### src/hw/rtl/beo_pkg.sv
// ----------------------------------------------------------------------------
// Broadcast element offset package
// Shared widths, register indexes, the pipeline lane type and a helper.
// ----------------------------------------------------------------------------
package beo_pkg;

  localparam int ID_W     = 32;
  localparam int DIM_W    = 16;
  localparam int MASK_W   = 4;
  localparam int REG_DIMS = 4;
  localparam int CFG_IDX_W = 3;
  localparam int DIV_STEPS = ID_W;

  localparam logic [CFG_IDX_W-1:0] REG_DIM0_SIZE = 3'd0;
  localparam logic [CFG_IDX_W-1:0] REG_DIM1_SIZE = 3'd1;
  localparam logic [CFG_IDX_W-1:0] REG_DIM2_SIZE = 3'd2;
  localparam logic [CFG_IDX_W-1:0] REG_DIM3_SIZE = 3'd3;
  localparam logic [CFG_IDX_W-1:0] REG_X_MASK    = 3'd4;
  localparam logic [CFG_IDX_W-1:0] REG_Y_MASK    = 3'd5;

  typedef struct packed {
    logic [ID_W-1:0]  id;
    logic [ID_W-1:0]  q;
    logic [DIM_W-1:0] r;
    logic [ID_W-1:0]  xo;
    logic [ID_W-1:0]  yo;
    logic [ID_W-1:0]  xs;
    logic [ID_W-1:0]  ys;
    logic [ID_W-1:0]  px;
    logic [ID_W-1:0]  py;
  } lane_t;

  function automatic logic [DIM_W-1:0] eff_size(input logic [DIM_W-1:0] s);
    eff_size = (s == '0) ? DIM_W'(1) : s;
  endfunction

endpackage

### src/hw/rtl/beo_mac_cell.sv
// ----------------------------------------------------------------------------
// Digit weighting cell
// Weights one digit by the X and Y strides, accumulates, and grows strides.
// ----------------------------------------------------------------------------
module beo_mac_cell #(
  parameter int USE_QUOT = 0
) (
  input  logic                      clk,
  input  logic                      rst,
  input  logic                      in_vld,
  input  beo_pkg::lane_t            in_lane,
  input  logic [beo_pkg::DIM_W-1:0] size,
  input  logic                      x_bcast,
  input  logic                      y_bcast,
  output logic                      out_vld,
  output beo_pkg::lane_t            out_lane
);
  import beo_pkg::*;

  logic [ID_W-1:0]   digit;
  logic [2*ID_W-1:0] prod_x;
  logic [2*ID_W-1:0] prod_y;
  logic              mid_vld;
  lane_t             mid_lane;
  lane_t             mid_next;
  lane_t             out_next;
  logic [ID_W+DIM_W-1:0] sx;
  logic [ID_W+DIM_W-1:0] sy;

  always_comb begin
    digit  = (USE_QUOT != 0) ? in_lane.q : {{(ID_W-DIM_W){1'b0}}, in_lane.r};
    prod_x = digit * in_lane.xs;
    prod_y = digit * in_lane.ys;
    sx     = mid_lane.xs * size;
    sy     = mid_lane.ys * size;

    mid_next    = in_lane;
    mid_next.px = x_bcast ? '0 : prod_x[ID_W-1:0];
    mid_next.py = y_bcast ? '0 : prod_y[ID_W-1:0];

    out_next    = mid_lane;
    out_next.r  = '0;
    out_next.xo = mid_lane.xo + mid_lane.px;
    out_next.yo = mid_lane.yo + mid_lane.py;
    out_next.xs = x_bcast ? mid_lane.xs : sx[ID_W-1:0];
    out_next.ys = y_bcast ? mid_lane.ys : sy[ID_W-1:0];
  end

  always_ff @(posedge clk) begin
    if (rst) begin
      mid_vld <= 1'b0;
      out_vld <= 1'b0;
    end else begin
      mid_vld <= in_vld;
      out_vld <= mid_vld;
    end
  end

  always_ff @(posedge clk) begin
    mid_lane <= mid_next;
    out_lane <= out_next;
  end

endmodule

### config.mk
export PLATFORM = sky130hd
export DESIGN_NAME = beo_mac_cell
export DESIGN_NICKNAME = d
export VERILOG_FILES = /design/src/hw/rtl/beo_pkg.sv /design/src/hw/rtl/beo_mac_cell.sv
export SDC_FILE = /design/constraint.sdc
export NUM_CORES = 2
export LEC_CHECK = 0
export BUFFER_PORTS_ARGS = -buffer_cell sky130_fd_sc_hd__buf_2
export CELL_PAD_IN_SITES_DETAIL_PLACEMENT = 0
export CELL_PAD_IN_SITES_GLOBAL_PLACEMENT = 1
export CORE_UTILIZATION = 49
export CTS_BUF_LIST = sky130_fd_sc_hd__clkbuf_2 sky130_fd_sc_hd__clkbuf_4 sky130_fd_sc_hd__clkbuf_8
export DETAILED_ROUTE_END_ITERATION = 6
export GPL_ROUTABILITY_DRIVEN = 0
export PLACE_DENSITY_LB_ADDON = 0.1
export RECOVER_POWER = 50
export SLEW_MARGIN = 10
export SYNTH_ARGS = -nofsm -noshare
export SYNTH_HDL_FRONTEND = slang
export SYNTH_SLANG_ARGS = --single-unit
### constraint.sdc
create_clock -name clk -period 8.6 [get_ports clk]
set_input_delay 0.86 -clock clk [delete_from_list [all_inputs] [get_ports clk]]
set_output_delay 0.86 -clock clk [all_outputs]
set_load 0.03 [all_outputs]
[Word level (Yosys, flattened, before mapping)]
Cells that the tools add are included.
W data, S select, Z words.
Operators by class
  $add $sub $neg: 2
  multiply operators: 4
  mux-type cells: 2
Operators by type and width (count)
  $add A32 B32 Y32: 2
  $mul A16 B32 Y32: 2
  $mul A32 B16 Y32: 2
  $mux W32: 2
Storage, ports and cells
  register bits after elaboration: 514
  output and inout bits: 273
  logic and storage cells: 26

[Logic depth before layout (Yosys ltp)]
  depth after elaboration: 2
  gate-level depth with buffers: 26
  gate-level depth less buffers: 24

[Least setup slack after synthesis]
OpenSTA, ideal clock, no wires.
  path type: in2reg
  from: in size[1] in the netlist's numbering
  to: reg out_lane[127] in the netlist's numbering
  library setup time: 125 ps
  arrival time: 6811 ps
  data required time: 8475 ps
  slack: 1664 ps
  cell stages on the path: 23
  path through: clkbuf_1 > clkbuf_1 > nand2_1 > fa_1 > fa_1 > fa_1 > inv_1 > fa_1 > fa_1 > inv_1 > fa_1 > inv_1 > ha_1 > and4_1 > a221o_1 > a311o_1 > a21oi_2 > nor3_1 > o41ai_2 > o2111ai_1 > a21oi_1 > xnor2_1 > o21ai_1
RTL lines
  start, declared: RTL line beo_mac_cell.sv:12  | input logic [beo_pkg::DIM_W-1:0] size,
  end signal, assigned: RTL line beo_mac_cell.sv:61  | out_lane <= out_next;
  end, declared: RTL line beo_mac_cell.sv:16  | output beo_pkg::lane_t out_lane

[Worst setup path in the final report]
  from: in in_lane[110] in the netlist's numbering
  to: reg mid_lane[62] in the netlist's numbering
Between the ends
  word-level cells in the longest chain between the ends: 1
Ends and longest elaborated chain
  start, declared: RTL line beo_mac_cell.sv:11  | input beo_pkg::lane_t in_lane,
  $mul A16 B32 Y32: RTL line beo_mac_cell.sv:32  | prod_x = digit * in_lane.xs;
  end signal, assigned: RTL line beo_mac_cell.sv:60  | mid_lane <= mid_next;
  end, declared: RTL line beo_mac_cell.sv:24  | lane_t mid_lane;
Every way passes these cells.
A chain may end at the register's enable or synchronous reset.

==> results by group <==
Outcome
  • Outcome: complete, but fails checks
  • Failing checks: capacitance limit, slew limit

Critical path
  • Critical-path maximum fanout: 17
  • CP Capture Type: flip-flop
  • Worst Path Arrival: 7900 ps
  • Setup CP Type: input port to flip-flop
  • Critical Path Source Type: input port
  • Worst EP required: 9190 ps

Global routing
  • Wire length of the first global-routing pass: 266 mm
  • M3 GR Usage: 0.0464
  • Met2 usage: 0.456
  • Top Usage Layer GRT: met2
  • Grt met1 use: 0.390
  • Initial antenna violation count: 11
  • GRT overflow: 0
  • Largest net degree at the start of global routing: 95
  • Vias in the first global route: 46300
  • Total global-route track usage: 0.281

Clock tree
  • Post-CTS Setup Bufs: 0
  • CTS buffer count: 90
  • CTS root buffer: clkbuf_8
  • Cts hold-fix bufs: 0
  • CTS tree: done
  • Skew-Pair Late Insertion Delay: 840 ps
  • CTS Sinks: 514
  • Clock H-tree levels: 3
  • Reg clk slew, reported paths: 60 ps
  • CTS resizes: 0
  • Clock Path Buffers: 3

Cells and area
  • Share of post-route cells with drive strength above 1: 0.0944
  • Layout Cells excl Fill: 8529
  • Final Util: 0.545
  • Final-stage net count: 8667
  • Synth-to-layout area growth: 9.74%

Yosys
  • EDFF count, synth: 0
  • Gate Count Post-Synth: 6469
  • Synthesized area: 59900 um2
  • Register area share after synthesis: 0.172
  • Post-synth top flop: dfxtp_1
  • Unique masters post-synth: 79
  • Ys async rst share: 0
  • Synth Area per Inst: 9.26 um2
  • Synthesized flop and latch total: 514
  • Yosys top cell by area: fa_1
  • Yosys Warn Count: 0
  • Post-synth top area share: 0.407
  • Synth area leaders: fa_1 (41%), dfxtp_1 (17%), inv_1 (8.8%)

Timing
  • RSZ-0062 raised after global routing: false
  • Max-slew headroom: -0.714
  • Tmin final: 7320 ps
  • Hold Fails Final Rpt: 0
  • Fin crit share: 0.851
  • Skew final: 59.8 ps
  • Final setup fails: 0
  • Achievable clock frequency: 0.137 GHz
  • Slew @ Worst Pin: 2570 ps
  • Setup TNS: 0 ps
  • Max Slew Vio Count: 149

Routing
  • Routed Antenna Nets: 0
  • Number of vias in the routed layout: 43400
  • DR iter-0 viols: 2389
  • Routed wire per std cell: 19.7 um
  • Vias/cell: 5.08
  • Post-route DRC: 0
  • Drt total wl: 168 mm
  • DR pass1 iterations: 5

Floorplanning
  • Initial Util: 0.496
  • Chip Height: 352 um
  • Die width: 352 um
  • # IOs: 566
  • Die area: 124000 um2
  • Row count: 127
  • Core area: 121000 um2

Place
  • Placed cells: 8354
  • Port buffer count: 485
  • DP Wirelength: 129 mm

Worst hold path
  • Worst hold-check path type: input port to flip-flop

Flow run
  • Max-Cap Viols: 5
[cell usage in the layout, fill, tap and decap left out, types with 6 or more instances in the layout]
| master | n |
|---|---|
| a2111oi_0 | 7 |
| a211o_1 | 9 |
| a211oi_1 | 16 |
| a21boi_0 | 6 |
| a21o_1 | 70 |
| a21oi_1 | 108 |
| and2_1 | 559 |
| and3_1 | 9 |
| buf_2 | 372 |
| buf_4 | 76 |
| clkbuf_1 | 115 |
| clkbuf_4 | 19 |
| clkbuf_8 | 112 |
| clkinv_2 | 18 |
| conb_1 | 16 |
| dfxtp_1 | 514 |
| diode_2 | 9 |
| fa_1 | 1218 |
| ha_1 | 322 |
| inv_1 | 1401 |
| mux2_2 | 11 |
| nand2_1 | 1111 |
| nand2b_1 | 20 |
| nand3_1 | 26 |
| nand4_1 | 10 |
| nor2_1 | 138 |
| nor2b_1 | 34 |
| nor3_1 | 22 |
| o21a_1 | 28 |
| o21ai_0 | 110 |
| o21ai_1 | 11 |
| o21bai_1 | 23 |
| o31a_1 | 9 |
| o31ai_1 | 8 |
| or3_1 | 7 |
| xnor2_1 | 178 |
| xor2_1 | 84 |
[logic make-up (layout without fill, tap and decap cells)]
kind of cell / count (synthesis) / after routing / share of synthesized area
adder cells (fa/ha/maj): 1540 / 1540 / 0.475
other: 1 / 25 / 0.0000626
flip-flops: 514 / 514 / 0.172
XOR/XNOR: 262 / 262 / 0.0383
AND/OR/NAND/NOR: 1966 / 1966 / 0.153
buffers and inverters: 1708 / 2132 / 0.108
AO/OA/AOI/OAI: 467 / 467 / 0.0522
multiplexers: 11 / 11 / 0.00207
[cells in the mapped netlist (all sizes together) (6+ instances only)]
library cell     n
or2              6
a21oi          110
xor2            84
a2111oi          8
nand2b          20
a211o            9
nand3           26
a211oi          17
o21ai          122
buf             21
o21a            28
nand4           10
and3             9
dfxtp          514
nor2b           34
o31ai            9
xnor2          178
a21boi           7
inv           1401
and2           562
o31a             9
mux2            11
nand2         1111
or3              7
nor3            22
ha             322
o21bai          23
clkbuf         286
a21o            70
fa            1218
nor2           138
[state kept, by name, summed over array words and instances, names as in the netlist]
signal    cells
mid_lane    256
out_lane    256
mid_vld       1
out_vld       1
[worst paths after layout]
kind,start,to,slack (ps),cells after the start
worst min-delay path,in_lane[129],mid_lane[129],120,1
worst max-delay path,in_lane[110],mid_lane[62],1280,23
worst max register to register,mid_lane[105],out_lane[127],1320,22
worst min register to register,mid_lane[214],out_lane[214],270,0
[critical path, cell delays in order]
cell and delay, ps:
clkbuf_1 960, nand2_1 190, fa_1 560, inv_1 50
fa_1 470, inv_1 50, fa_1 490, inv_1 50
fa_1 530, fa_1 500, inv_1 50, fa_1 550
inv_1 70, ha_1 350, a21oi_1 190, o21bai_1 110
a21o_1 190, a221oi_1 450, o21ai_1 160, a2111oi_0 590
o41ai_1 210, xnor2_1 170, nor2_1 60
[cell type report]
cell class | count | area [um2]
Antenna cell | 9 | 22.5
Clock buffer | 131 | 1680
Clock inverter | 35 | 378
Fill cell | 11300 | 54900
Inverter | 1401 | 5260
Multi-Input combinational cell | 4262 | 43100
Sequential cell | 514 | 10300
Tap cell | 1612 | 2020
Timing Repair Buffer | 565 | 2900
[layer usage]
layer | routed length, um | vias up
met2 | 77400 | 1492
met3 | 11800 | 252
met5 | 27 | -
li1 | - | 19600
met1 | 74100 | 22000
met4 | 4370 | 4
[metrics by stage]
step                      hold WS, ps  area (um2)  setup WS (ps)
after detailed placement          312       63800            740
after CTS                        25.9       65900           1360
after floorplan                   310       59900           1660
after global placement            310       63800            757
after global routing             65.0       65700            864
final                             119       65700           1280
Power is not shown: default switching activity piles up to over one toggle a cycle in this logic, so the estimate is an artifact.
