===== config.mk =====
export PLATFORM = sky130hd
export DESIGN_NAME = beo_div_cell
export DESIGN_NICKNAME = d
export VERILOG_FILES = /design/src/hw/rtl/beo_pkg.sv /design/src/hw/rtl/beo_div_cell.sv
export SDC_FILE = /design/constraint.sdc
export NUM_CORES = 1
export LEC_CHECK = 0
export BUFFER_PORTS_ARGS = -buffer_cell sky130_fd_sc_hd__buf_4
export CAP_MARGIN = 20
export CORE_AREA = 2 2 217 219
export DETAILED_ROUTE_END_ITERATION = 10
export DIE_AREA = 0 0 219 221
export HOLD_SLACK_MARGIN = 0.12
export PLACE_DENSITY = 0.4
export SYNTH_ARGS = -nofsm -noshare
export SYNTH_HDL_FRONTEND = slang
export SYNTH_SLANG_ARGS = --single-unit

===== constraint.sdc =====
create_clock -name clk -period 3.5 [get_ports clk]
set_input_delay 0.7 -clock clk [delete_from_list [all_inputs] [get_ports clk]]
set_output_delay 0.7 -clock clk [all_outputs]
set_load 0.1 [all_outputs]

===== src/hw/rtl/beo_pkg.sv =====
// ----------------------------------------------------------------------------
// Broadcast element offset package
// Shared widths, register indexes, the pipeline lane type and a helper.
// ----------------------------------------------------------------------------
package beo_pkg;

  localparam int ID_W     = 32;
  localparam int DIM_W    = 16;
  localparam int MASK_W   = 4;
  localparam int REG_DIMS = 4;
  localparam int CFG_IDX_W = 3;
  localparam int DIV_STEPS = ID_W;

  localparam logic [CFG_IDX_W-1:0] REG_DIM0_SIZE = 3'd0;
  localparam logic [CFG_IDX_W-1:0] REG_DIM1_SIZE = 3'd1;
  localparam logic [CFG_IDX_W-1:0] REG_DIM2_SIZE = 3'd2;
  localparam logic [CFG_IDX_W-1:0] REG_DIM3_SIZE = 3'd3;
  localparam logic [CFG_IDX_W-1:0] REG_X_MASK    = 3'd4;
  localparam logic [CFG_IDX_W-1:0] REG_Y_MASK    = 3'd5;

  typedef struct packed {
    logic [ID_W-1:0]  id;
    logic [ID_W-1:0]  q;
    logic [DIM_W-1:0] r;
    logic [ID_W-1:0]  xo;
    logic [ID_W-1:0]  yo;
    logic [ID_W-1:0]  xs;
    logic [ID_W-1:0]  ys;
    logic [ID_W-1:0]  px;
    logic [ID_W-1:0]  py;
  } lane_t;

  function automatic logic [DIM_W-1:0] eff_size(input logic [DIM_W-1:0] s);
    eff_size = (s == '0) ? DIM_W'(1) : s;
  endfunction

endpackage


===== src/hw/rtl/beo_div_cell.sv =====
// ----------------------------------------------------------------------------
// Division cell
// One restoring division step of the running quotient by a dimension size.
// ----------------------------------------------------------------------------
module beo_div_cell (
  input  logic                      clk,
  input  logic                      rst,
  input  logic                      in_vld,
  input  beo_pkg::lane_t            in_lane,
  input  logic [beo_pkg::DIM_W-1:0] divisor,
  output logic                      out_vld,
  output beo_pkg::lane_t            out_lane
);
  import beo_pkg::*;

  logic [DIM_W:0] rs;
  lane_t          lane_next;

  always_comb begin
    lane_next = in_lane;
    rs = {in_lane.r, in_lane.q[ID_W-1]};
    if (rs >= {1'b0, divisor}) begin
      lane_next.r = DIM_W'(rs - {1'b0, divisor});
      lane_next.q = {in_lane.q[ID_W-2:0], 1'b1};
    end else begin
      lane_next.r = rs[DIM_W-1:0];
      lane_next.q = {in_lane.q[ID_W-2:0], 1'b0};
    end
  end

  always_ff @(posedge clk) begin
    if (rst) begin
      out_vld <= 1'b0;
    end else begin
      out_vld <= in_vld;
    end
  end

  always_ff @(posedge clk) begin
    out_lane <= lane_next;
  end

endmodule


* After elaboration in Yosys (flattened, before gate mapping) *
Index checks and enable logic that the tools add are counted.

cells by class
  $add $sub $neg = 1
  order comparisons = 1
  multiplexer cells = 1

operators with widths
  kind                                          count
  greater-or-equal comparator 17 x 16 -> 1 bit  1
  two-way mux 17 bit                            1
  subtractor 16 bit                             1

word-level totals
  flip-flop bits (word level) = 273
  input bits = 291
  output and inout port bits = 273
  logic and storage cells = 13

* Depth between registers and ports, before layout *
Gate-level depths: netlist of run 1.

  word-level depth = 2
  mapped depth = 11
  gate-level depth less buffers = 10

* Worst setup path before layout of run 1 *
Ideal clock, no wire load.

  kind = input-to-reg
  from = in divisor[6] in the netlist's numbering
  to = reg out_lane[200] in the netlist's numbering
  library setup time = 121 ps
  data arrival time = 2544 ps
  required time = 3379 ps
  slack = 835 ps
  stages on the path = 10
  path buffers = 2
  cells stage by stage = inv_1 ha_1 and3_4 nand3_2 o221a_2 o21ai_2 a31o_1 buf_6 buf_12 mux2_4

RTL lines
  what                  RTL line            source
  from (decl)           beo_div_cell.sv:10  input logic [beo_pkg::DIM_W-1:0] divisor,
  to (signal assigned)  beo_div_cell.sv:40  out_lane <= lane_next;
  to (decl)             beo_div_cell.sv:12  output beo_pkg::lane_t out_lane

==> results of run 1 <==
[power by group]
part | leakage [nW] | switching, mW | total (mW) | internal (mW)
clock network | 0.551 | 1.39 | 3.43 | 2.04
registers | 2.30 | 0.0580 | 3.37 | 3.31
logic | 3.25 | 1.72 | 2.28 | 0.559
[synth_stat cells, types with 2 or more instances]
| master | instances | area [um2] |
|---|---|---|
| nor2_1 | 3 | 11.3 |
| nand3_1 | 2 | 10.0 |
| ha_1 | 16 | 200 |
| a21oi_1 | 6 | 30.0 |
| a21o_1 | 6 | 45.0 |
| o21a_1 | 4 | 30.0 |
| xnor2_1 | 5 | 43.8 |
| xor2_1 | 5 | 43.8 |
| nand2_1 | 7 | 26.3 |
| mux2_4 | 7 | 105 |
| o31a_1 | 2 | 17.5 |
| dfxtp_1 | 273 | 5470 |
| mux2_2 | 6 | 67.6 |
| nor2b_1 | 2 | 12.5 |
| nand2b_1 | 3 | 18.8 |
| inv_1 | 20 | 75.1 |
| mux2i_1 | 2 | 20.0 |
| o21ai_0 | 8 | 40.0 |
| a31oi_1 | 3 | 18.8 |
[cell type report]
| type | count | area, um2 |
|---|---|---|
| multi-input cells | 111 | 957 |
| inverters | 20 | 75.1 |
| diodes | 2 | 5.00 |
| clock buffers | 44 | 958 |
| repair buffers | 565 | 4240 |
| clock inverters | 16 | 151 |
| well taps | 607 | 759 |
| fillers | 4893 | 33400 |
| flip-flops and latches | 273 | 5470 |
[cells by family (layout without fill, tap and decap cells)]
kind of cell | count (synthesis) | count (layout) | share of synthesized area
flops | 273 | 273 | 0.837
compound gates | 42 | 42 | 0.0452
simple gates | 27 | 27 | 0.0247
buf+inv | 22 | 645 | 0.0163
fa+ha+maj | 17 | 17 | 0.0337
mux | 15 | 15 | 0.0295
xor+xnor | 10 | 10 | 0.0134
other cells | 0 | 2 | 0
[final timing paths]
kind                         start             to  slack [ns]  cells after the start
worst max-delay path  in_lane[198]  out_lane[197]        1.05                      9
worst min-delay path   in_lane[89]   out_lane[89]        0.26                      1
[worst max-delay path, cell delays in order]
cell and delay [ns]:
buf_4 0.11, ha_1 0.37, and3_4 0.24, nand3_2 0.09, o41ai_1 0.47, o21a_1 0.16, a31o_1 0.11, buf_4 0.24
mux2_2 0.36
[stage by stage]
stage | utilization | cell area (um2) | std cells
after CTS | 0.274 | 12600 | 1636
after global routing | 0.274 | 12600 | 1638
after detailed placement | 0.250 | 11500 | 1576
final | 0.274 | 12600 | 1638
after global placement | 0.250 | 11500 | 1576
after floorplan | - | 6530 | 406
[state kept, by name (all words and copies together) (netlist names)]
register	cells
out_lane	272
out_vld	1
[per-layer routing]
metal / wire length [um] / up-vias / GRT usage
met4: 1080 / 12 / 0.0473
met2: 13900 / 281 / 0.189
met5: 76 / - / 0
li1: - / 2541 / -
met3: 3210 / 65 / 0.0539
met1: 9000 / 2396 / 0.0966
==> results.ini, run 1 <==
[timing]
fin_crit_ns=2.45
worst_pin_slew_ns=0.414
slew_violations=0
fin_ws_ns=1.05
setup-tns-final_ns=0
setup_viol=0
rsz0062_at_grt=no
timing.hold.ws_ns=0.263
hold_violations=0
period_share=0.701
max_freq_ghz=0.407
slew_headroom=0.720

[global_route]
grt_max_degree=14
grt_pass1_vias=5217
grt_pass1_wl_mm=36.2
antenna_found_initial=8
grt_usage=0.104
grt_overflow=0

[floorplan]
die_x_um=219
core_area_mm2=0.0461
io_pins=564
dieArea_mm2=0.0484
die_h_um=221
rows=79
start_util=0.142

[clock_tree]
cts_sinks=273
cts_tree=done
cts-resized-gates=0
holdBufCountCts=0
cts-root-buf=clkbuf_16
cts_buffers=34
cts_buffer_depth=3
cts_setup_buffers=0
htreeDepth=2
clkTransAtPathRegs_ns=0.06

[placement]
place_congestion=0.766
dp_hpwl_mm=22.7
dp_slack_ns=0.515
port_buffers=563

[detailed_routing]
wl_per_cell_um=16.6
drc=0
vias=5295
postRouteAntennaNets=0
via_per_inst=3.23
drtPass1Iterations=4
drtIter0Drc=113
drt-total-wl_mm=27.3

[logic_synthesis]
synth-seq-area-share=0.837
yosys_most_used_dff=dfxtp_1
ys_types=45
synthCells=406
synth_edf_count=0
synth_nets=714
synth-async-reset-ratio=0
ys_seq_elements=273
syn_area_mm2=0.00653
avgSynthCellArea_um2=16.1
synth_warnings=0

[worst_setup_path]
crit_type=primary input to register
worst_setup_path_start_kind=primary input
worst_setup_path_end_kind=register
crit_fanout=11
cp.arrival_ns=2.86
cp.required_ns=3.91

[final_layout]
drive_gt1_frac=0.627
area_growth_pct=93.2
layout_common_cells=buf_4 (565), dfxtp_1 (273), clkbuf_16 (34), inv_1 (20), ha_1 (16)
final_common_cell=buf_4
final_nets=1313

[power]
power_density_mw_per_mm2=719
leakage_nw=6.11
total_power_mw=9.07
ir_worst_vdd_mv=0.461

[status]
outcome=finished, final reports clean

[hold_path]
min_path_type=primary input to register

[run]
max_cap_violations=0

Power figures use the tool's default switching activity.
==> inputs of run 2 (changes only) <==
==> constraint.sdc (replaced) <==
create_clock -name clk -period 2.5 [get_ports clk]
set_input_delay 0.5 -clock clk [delete_from_list [all_inputs] [get_ports clk]]
set_output_delay 0.5 -clock clk [all_outputs]
set_load 0.1 [all_outputs]
==> results.ini, run 2 (synthesis results as in run 1) <==
[global_route]
grt_max_degree=16
antenna_found_initial=5
grt_overflow=0
grt_pass1_wl_mm=42.4
grt_pass1_vias=6917
grt_usage=0.116

[floorplan]
start_util=0.142
die_h_um=221
rows=79
io_pins=564
die_x_um=219
core_area_mm2=0.0461
dieArea_mm2=0.0484

[clock_tree]
htreeDepth=1
cts_buffers=30
cts_sinks=273
clkTransAtPathRegs_ns=0.06
cts_buffer_depth=3
cts_tree=done
cts-root-buf=clkbuf_16

[power]
p_seq_frac=0.366
p_clk_frac=0.354
intPower_mw=8.46
ir_worst_vdd_mv=0.561
leakage_nw=7.28
combPwrFrac=0.280
power_density_mw_per_mm2=840
total_power_mw=12.9
switching_power_mw=4.45
switching_share=0.345

[detailed_routing]
wl_per_cell_um=15.6
vias=6406
via_per_inst=3.34
drtIter0Drc=126
drtPass1Iterations=4
drc=0
postRouteAntennaNets=0
drt-total-wl_mm=29.9

[placement]
dp_hpwl_mm=22.8
port_buffers=563
place_congestion=0.762
dpl.cell_count=1603

[final_layout]
drive_gt1_frac=0.506
area_growth_pct=135
top_register=out_lane
largest_reg_flops=272
largest_registers=out_lane (272), out_vld (1)
instances_no_fill=1918
final_nets=1597
final_common_cell=buf_4
layout_common_cells=buf_4 (591), dfxtp_1 (273), dlygate4sd3_1 (261), clkbuf_16 (30), inv_1 (20)

[timing]
timing.hold.ws_ns=0.179
rsz0062_at_grt=no
hold_violations=0
setup-tns-final_ns=0
slew_headroom=0.770
max_freq_ghz=0.417
slew_violations=0
fin_crit_ns=2.40
period_share=0.959
worst_pin_slew_ns=0.336
setup_viol=0

[worst_setup_path]
worst_setup_path_end_kind=register
crit_fanout=10
crit_type=primary input to register
cp.arrival_ns=2.85
worst_setup_path_start_kind=primary input
cp.required_ns=2.95

[hold_path]
hp-start=in_lane[197]
worstHoldPathCells=2
min_to=out_lane[198]
min_path_type=primary input to register

[status]
outcome=finished, final reports clean

[run]
max_cap_violations=0

==> run 2: changes by cell type in the layout (fill, tap and decap cells not counted), moves of 2 or more <==
| cell | change |
|---|---|
| inv_6 | -5 |
| dlygate4sd3_1 | +261 |
| clkbuf_16 | -4 |
| clkbuf_1 | +3 |
| buf_4 | +26 |
| bufinv_16 | +2 |
| clkinv_2 | -4 |
==> run 2: critical path: stages <==
cell,delay (ns)
dlygate4sd3_1,0.55
buf_4,0.14
ha_1,0.30
nand3_2,0.11
o41ai_2,0.39
o21a_1,0.16
a31o_1,0.18
buf_12,0.16
mux2_2,0.34
==> run 2: layout make-up <==
class                      count  area, um2
fill                        4603      30700
tap                          607        759
antenna                        1       2.50
inverter                      20       75.1
sequential                   273       5470
multi-input combinational    111        965
clock buffer                  43        870
clock inverter                10        153
timing repair buffer         853       7070
==> run 2: worst max-delay path by stage <==
stage / start / to / slack [ns] / cells after the start
detailed placement: in_lane[197] / out_lane[199] / -0.20 / 9
floorplan: divisor[6] / out_lane[200] / 0.03 / 10
global route: in_lane[195] / out_lane[200] / 0.04 / 12
finish: in_lane[195] / out_lane[194] / 0.10 / 9
CTS: in_lane[195] / out_lane[206] / 0.06 / 9
global placement: in_lane[197] / out_lane[198] / -0.13 / 9
==> run 2: metal layers <==
metal	global-route usage	part of all wire	up-vias
met5	0	0.0013	-
met4	0.0310	0.024	6
met3	0.0366	0.089	57
met2	0.219	0.52	285
met1	0.121	0.36	2951
li1	-	-	3107
==> run 2: repair_timing <==
item	4_1_cts	5_1_grt
hold endpoints to repair	260	0
hold buffers	261	0
setup endpoints to repair	0	15
setup buffers	0	0
resized for setup	0	1
==> run 2: power groups by stage <==
stage | logic (mW) | clock network [mW] | registers (mW)
3_3_place_gp | 3.29 | 0 | 4.81
5_1_grt | 3.73 | 4.95 | 4.74
4_1_cts | 3.64 | 4.76 | 4.72
3_5_place_dp | 3.28 | 0 | 4.81
2_1_floorplan | 0.268 | 0 | 6.83
6_report | 3.62 | 4.57 | 4.72
==> run 2: metrics by stage <==
stage / instance area [um2] / worst slack [ns] / util
finish: 15400 / 0.101 / 0.333
detailed placement: 11700 / -0.198 / 0.254
global placement: 11700 / -0.128 / 0.254
floorplan: 6530 / 0.0347 / -
CTS: 15300 / 0.0558 / 0.333
global route: 15400 / 0.0382 / 0.333
==> inputs of run 3 (changes only) <==
--- a/config.mk
+++ b/config.mk
@@ -7,11 +7,11 @@
 export LEC_CHECK = 0
 export BUFFER_PORTS_ARGS = -buffer_cell sky130_fd_sc_hd__buf_4
 export CAP_MARGIN = 20
-export CORE_AREA = 2 2 217 219
+export CORE_AREA = 2 2 216 218
 export DETAILED_ROUTE_END_ITERATION = 10
-export DIE_AREA = 0 0 219 221
+export DIE_AREA = 0 0 218 220
 export HOLD_SLACK_MARGIN = 0.12
-export PLACE_DENSITY = 0.4
+export PLACE_DENSITY = 0.42
 export SYNTH_ARGS = -nofsm -noshare
 export SYNTH_HDL_FRONTEND = slang
 export SYNTH_SLANG_ARGS = --single-unit
==> constraint.sdc (replaced) <==
create_clock -name clk -period 2.2 [get_ports clk]
set_input_delay 0.44 -clock clk [delete_from_list [all_inputs] [get_ports clk]]
set_output_delay 0.44 -clock clk [all_outputs]
set_load 0.1 [all_outputs]
==> results.ini, run 3 (synthesis results as in run 1) <==
[timing]
setup-tns-final_ns=0
slew_violations=0
fin_crit_ns=2.06
rsz0062_at_grt=no
setup_viol=0
worst_pin_slew_ns=0.400
hold_violations=0
period_share=0.935
fin_ws_ns=0.144
max_freq_ghz=0.486
slew_headroom=0.726

[run]
max_cap_violations=0

[hold_path]
worstHoldPathCells=3
hp-start=in_lane[200]
min_to=out_lane[201]
min_path_type=primary input to register

[worst_setup_path]
crit_fanout=11
slowest_delay_ns=0.34
cpMaxStageDelayCell=mux2_2
crit_start=in_lane[239]
cp.arrival_ns=2.51
cp.required_ns=2.65
crit_type=primary input to register
crit_top_cell=buf_4
worst_setup_path_start_kind=primary input
path_cells=buf_4, inv_1, ha_1, buf_4, nor2b_4, o31a_1, nor2_2, o221a_4, o21ai_4, a31o_1, buf_12, mux2_2
worst_setup_path_end_kind=register

[floorplan]
core_area_mm2=0.0459
start_util=0.142
die_x_um=218
rows=79
die_h_um=220
io_pins=564
dieArea_mm2=0.0480

[clock_tree]
htreeDepth=1
cts_buffers=31
cts-root-buf=clkbuf_16
clkTransAtPathRegs_ns=0.06
cts_sinks=273
cts_tree=done
cts-resized-gates=0
cts_buffer_depth=3

[placement]
dp_slack_ns=-0.451
port_buffers=563
place_congestion=0.725
dp_hpwl_mm=21.9

[global_route]
grt_usage=0.112
antenna_found_initial=2
grt_pass1_wl_mm=40.4
grt_overflow=0
grt_pass1_vias=6782
grt_max_degree=16

[detailed_routing]
drtPass1Iterations=4
drt-total-wl_mm=29.5
vias=6458
wl_per_cell_um=15.2
postRouteAntennaNets=0
drtIter0Drc=154
via_per_inst=3.33
drc=0

[power]
power_density_mw_per_mm2=953
ir_worst_vdd_mv=0.651
total_power_mw=14.9
leakage_nw=7.38

[final_layout]
final_common_cell=buf_4
top_register=out_lane
largest_registers=out_lane (272), out_vld (1)
final_nets=1612
area_growth_pct=140
largest_reg_flops=272
drive_gt1_frac=0.521
layout_common_cells=buf_4 (603), dfxtp_1 (273), dlygate4sd3_1 (263), clkbuf_16 (31), inv_1 (17)

[status]
outcome=finished, final reports clean

-- run 3: critical path, delay by kind of cell --
family / cells / cell delay, ns
AOI/OAI and AO/OA: 4 / 0.87
adders and majority gates: 1 / 0.23
buffers and inverters: 4 / 0.45
muxes: 1 / 0.34
and+or+nand+nor: 2 / 0.16
-- run 3: per-stage QoR --
stage,cells,area [um2],hold WS (ns),util
2_1_floorplan,406,6650,0.468,-
3_3_place_gp,1615,11900,0.544,0.260
3_5_place_dp,1615,11900,0.546,0.260
4_1_cts,1936,15600,0.142,0.341
5_1_grt,1937,15600,0.161,0.341
6_report,1937,15600,0.191,0.341
-- run 3: cell type report --
| class | instances | area (um2) |
|---|---|---|
| Tap cell | 607 | 759 |
| Multi-Input combinational cell | 111 | 1070 |
| Inverter | 20 | 87.6 |
| Antenna cell | 1 | 2.50 |
| Timing Repair Buffer | 867 | 7180 |
| Fill cell | 4551 | 30200 |
| Sequential cell | 273 | 5470 |
| Clock buffer | 43 | 901 |
| Clock inverter | 15 | 181 |
-- run 3: worst max-delay path by stage --
stage | to | cells past startpoint
floorplan | out_lane[200] | 11
global placement | out_lane[206] | 11
detailed placement | out_lane[194] | 12
CTS | out_lane[194] | 12
global route | out_lane[194] | 12
finish | out_lane[194] | 12
-- run 3: metal layers --
layer	GRT usage	vias to the layer above	wire length (um)
li1	-	3143	-
met1	0.124	2982	10900
met2	0.203	281	15300
met3	0.0341	50	2530
met4	0.0349	2	697
met5	0	-	13
-- run 3: what timing repair did --
| action | in CTS | in global routing |
|---|---|---|
| endpoints found under the hold margin | 262 | 0 |
| hold buffers | 263 | 0 |
| setup buffers | 0 | 0 |
-- run 3: power by group --
part           internal [mW]  switching, mW
registers               5.27          0.103
clock network           3.23           2.15
logic                   1.29           2.88
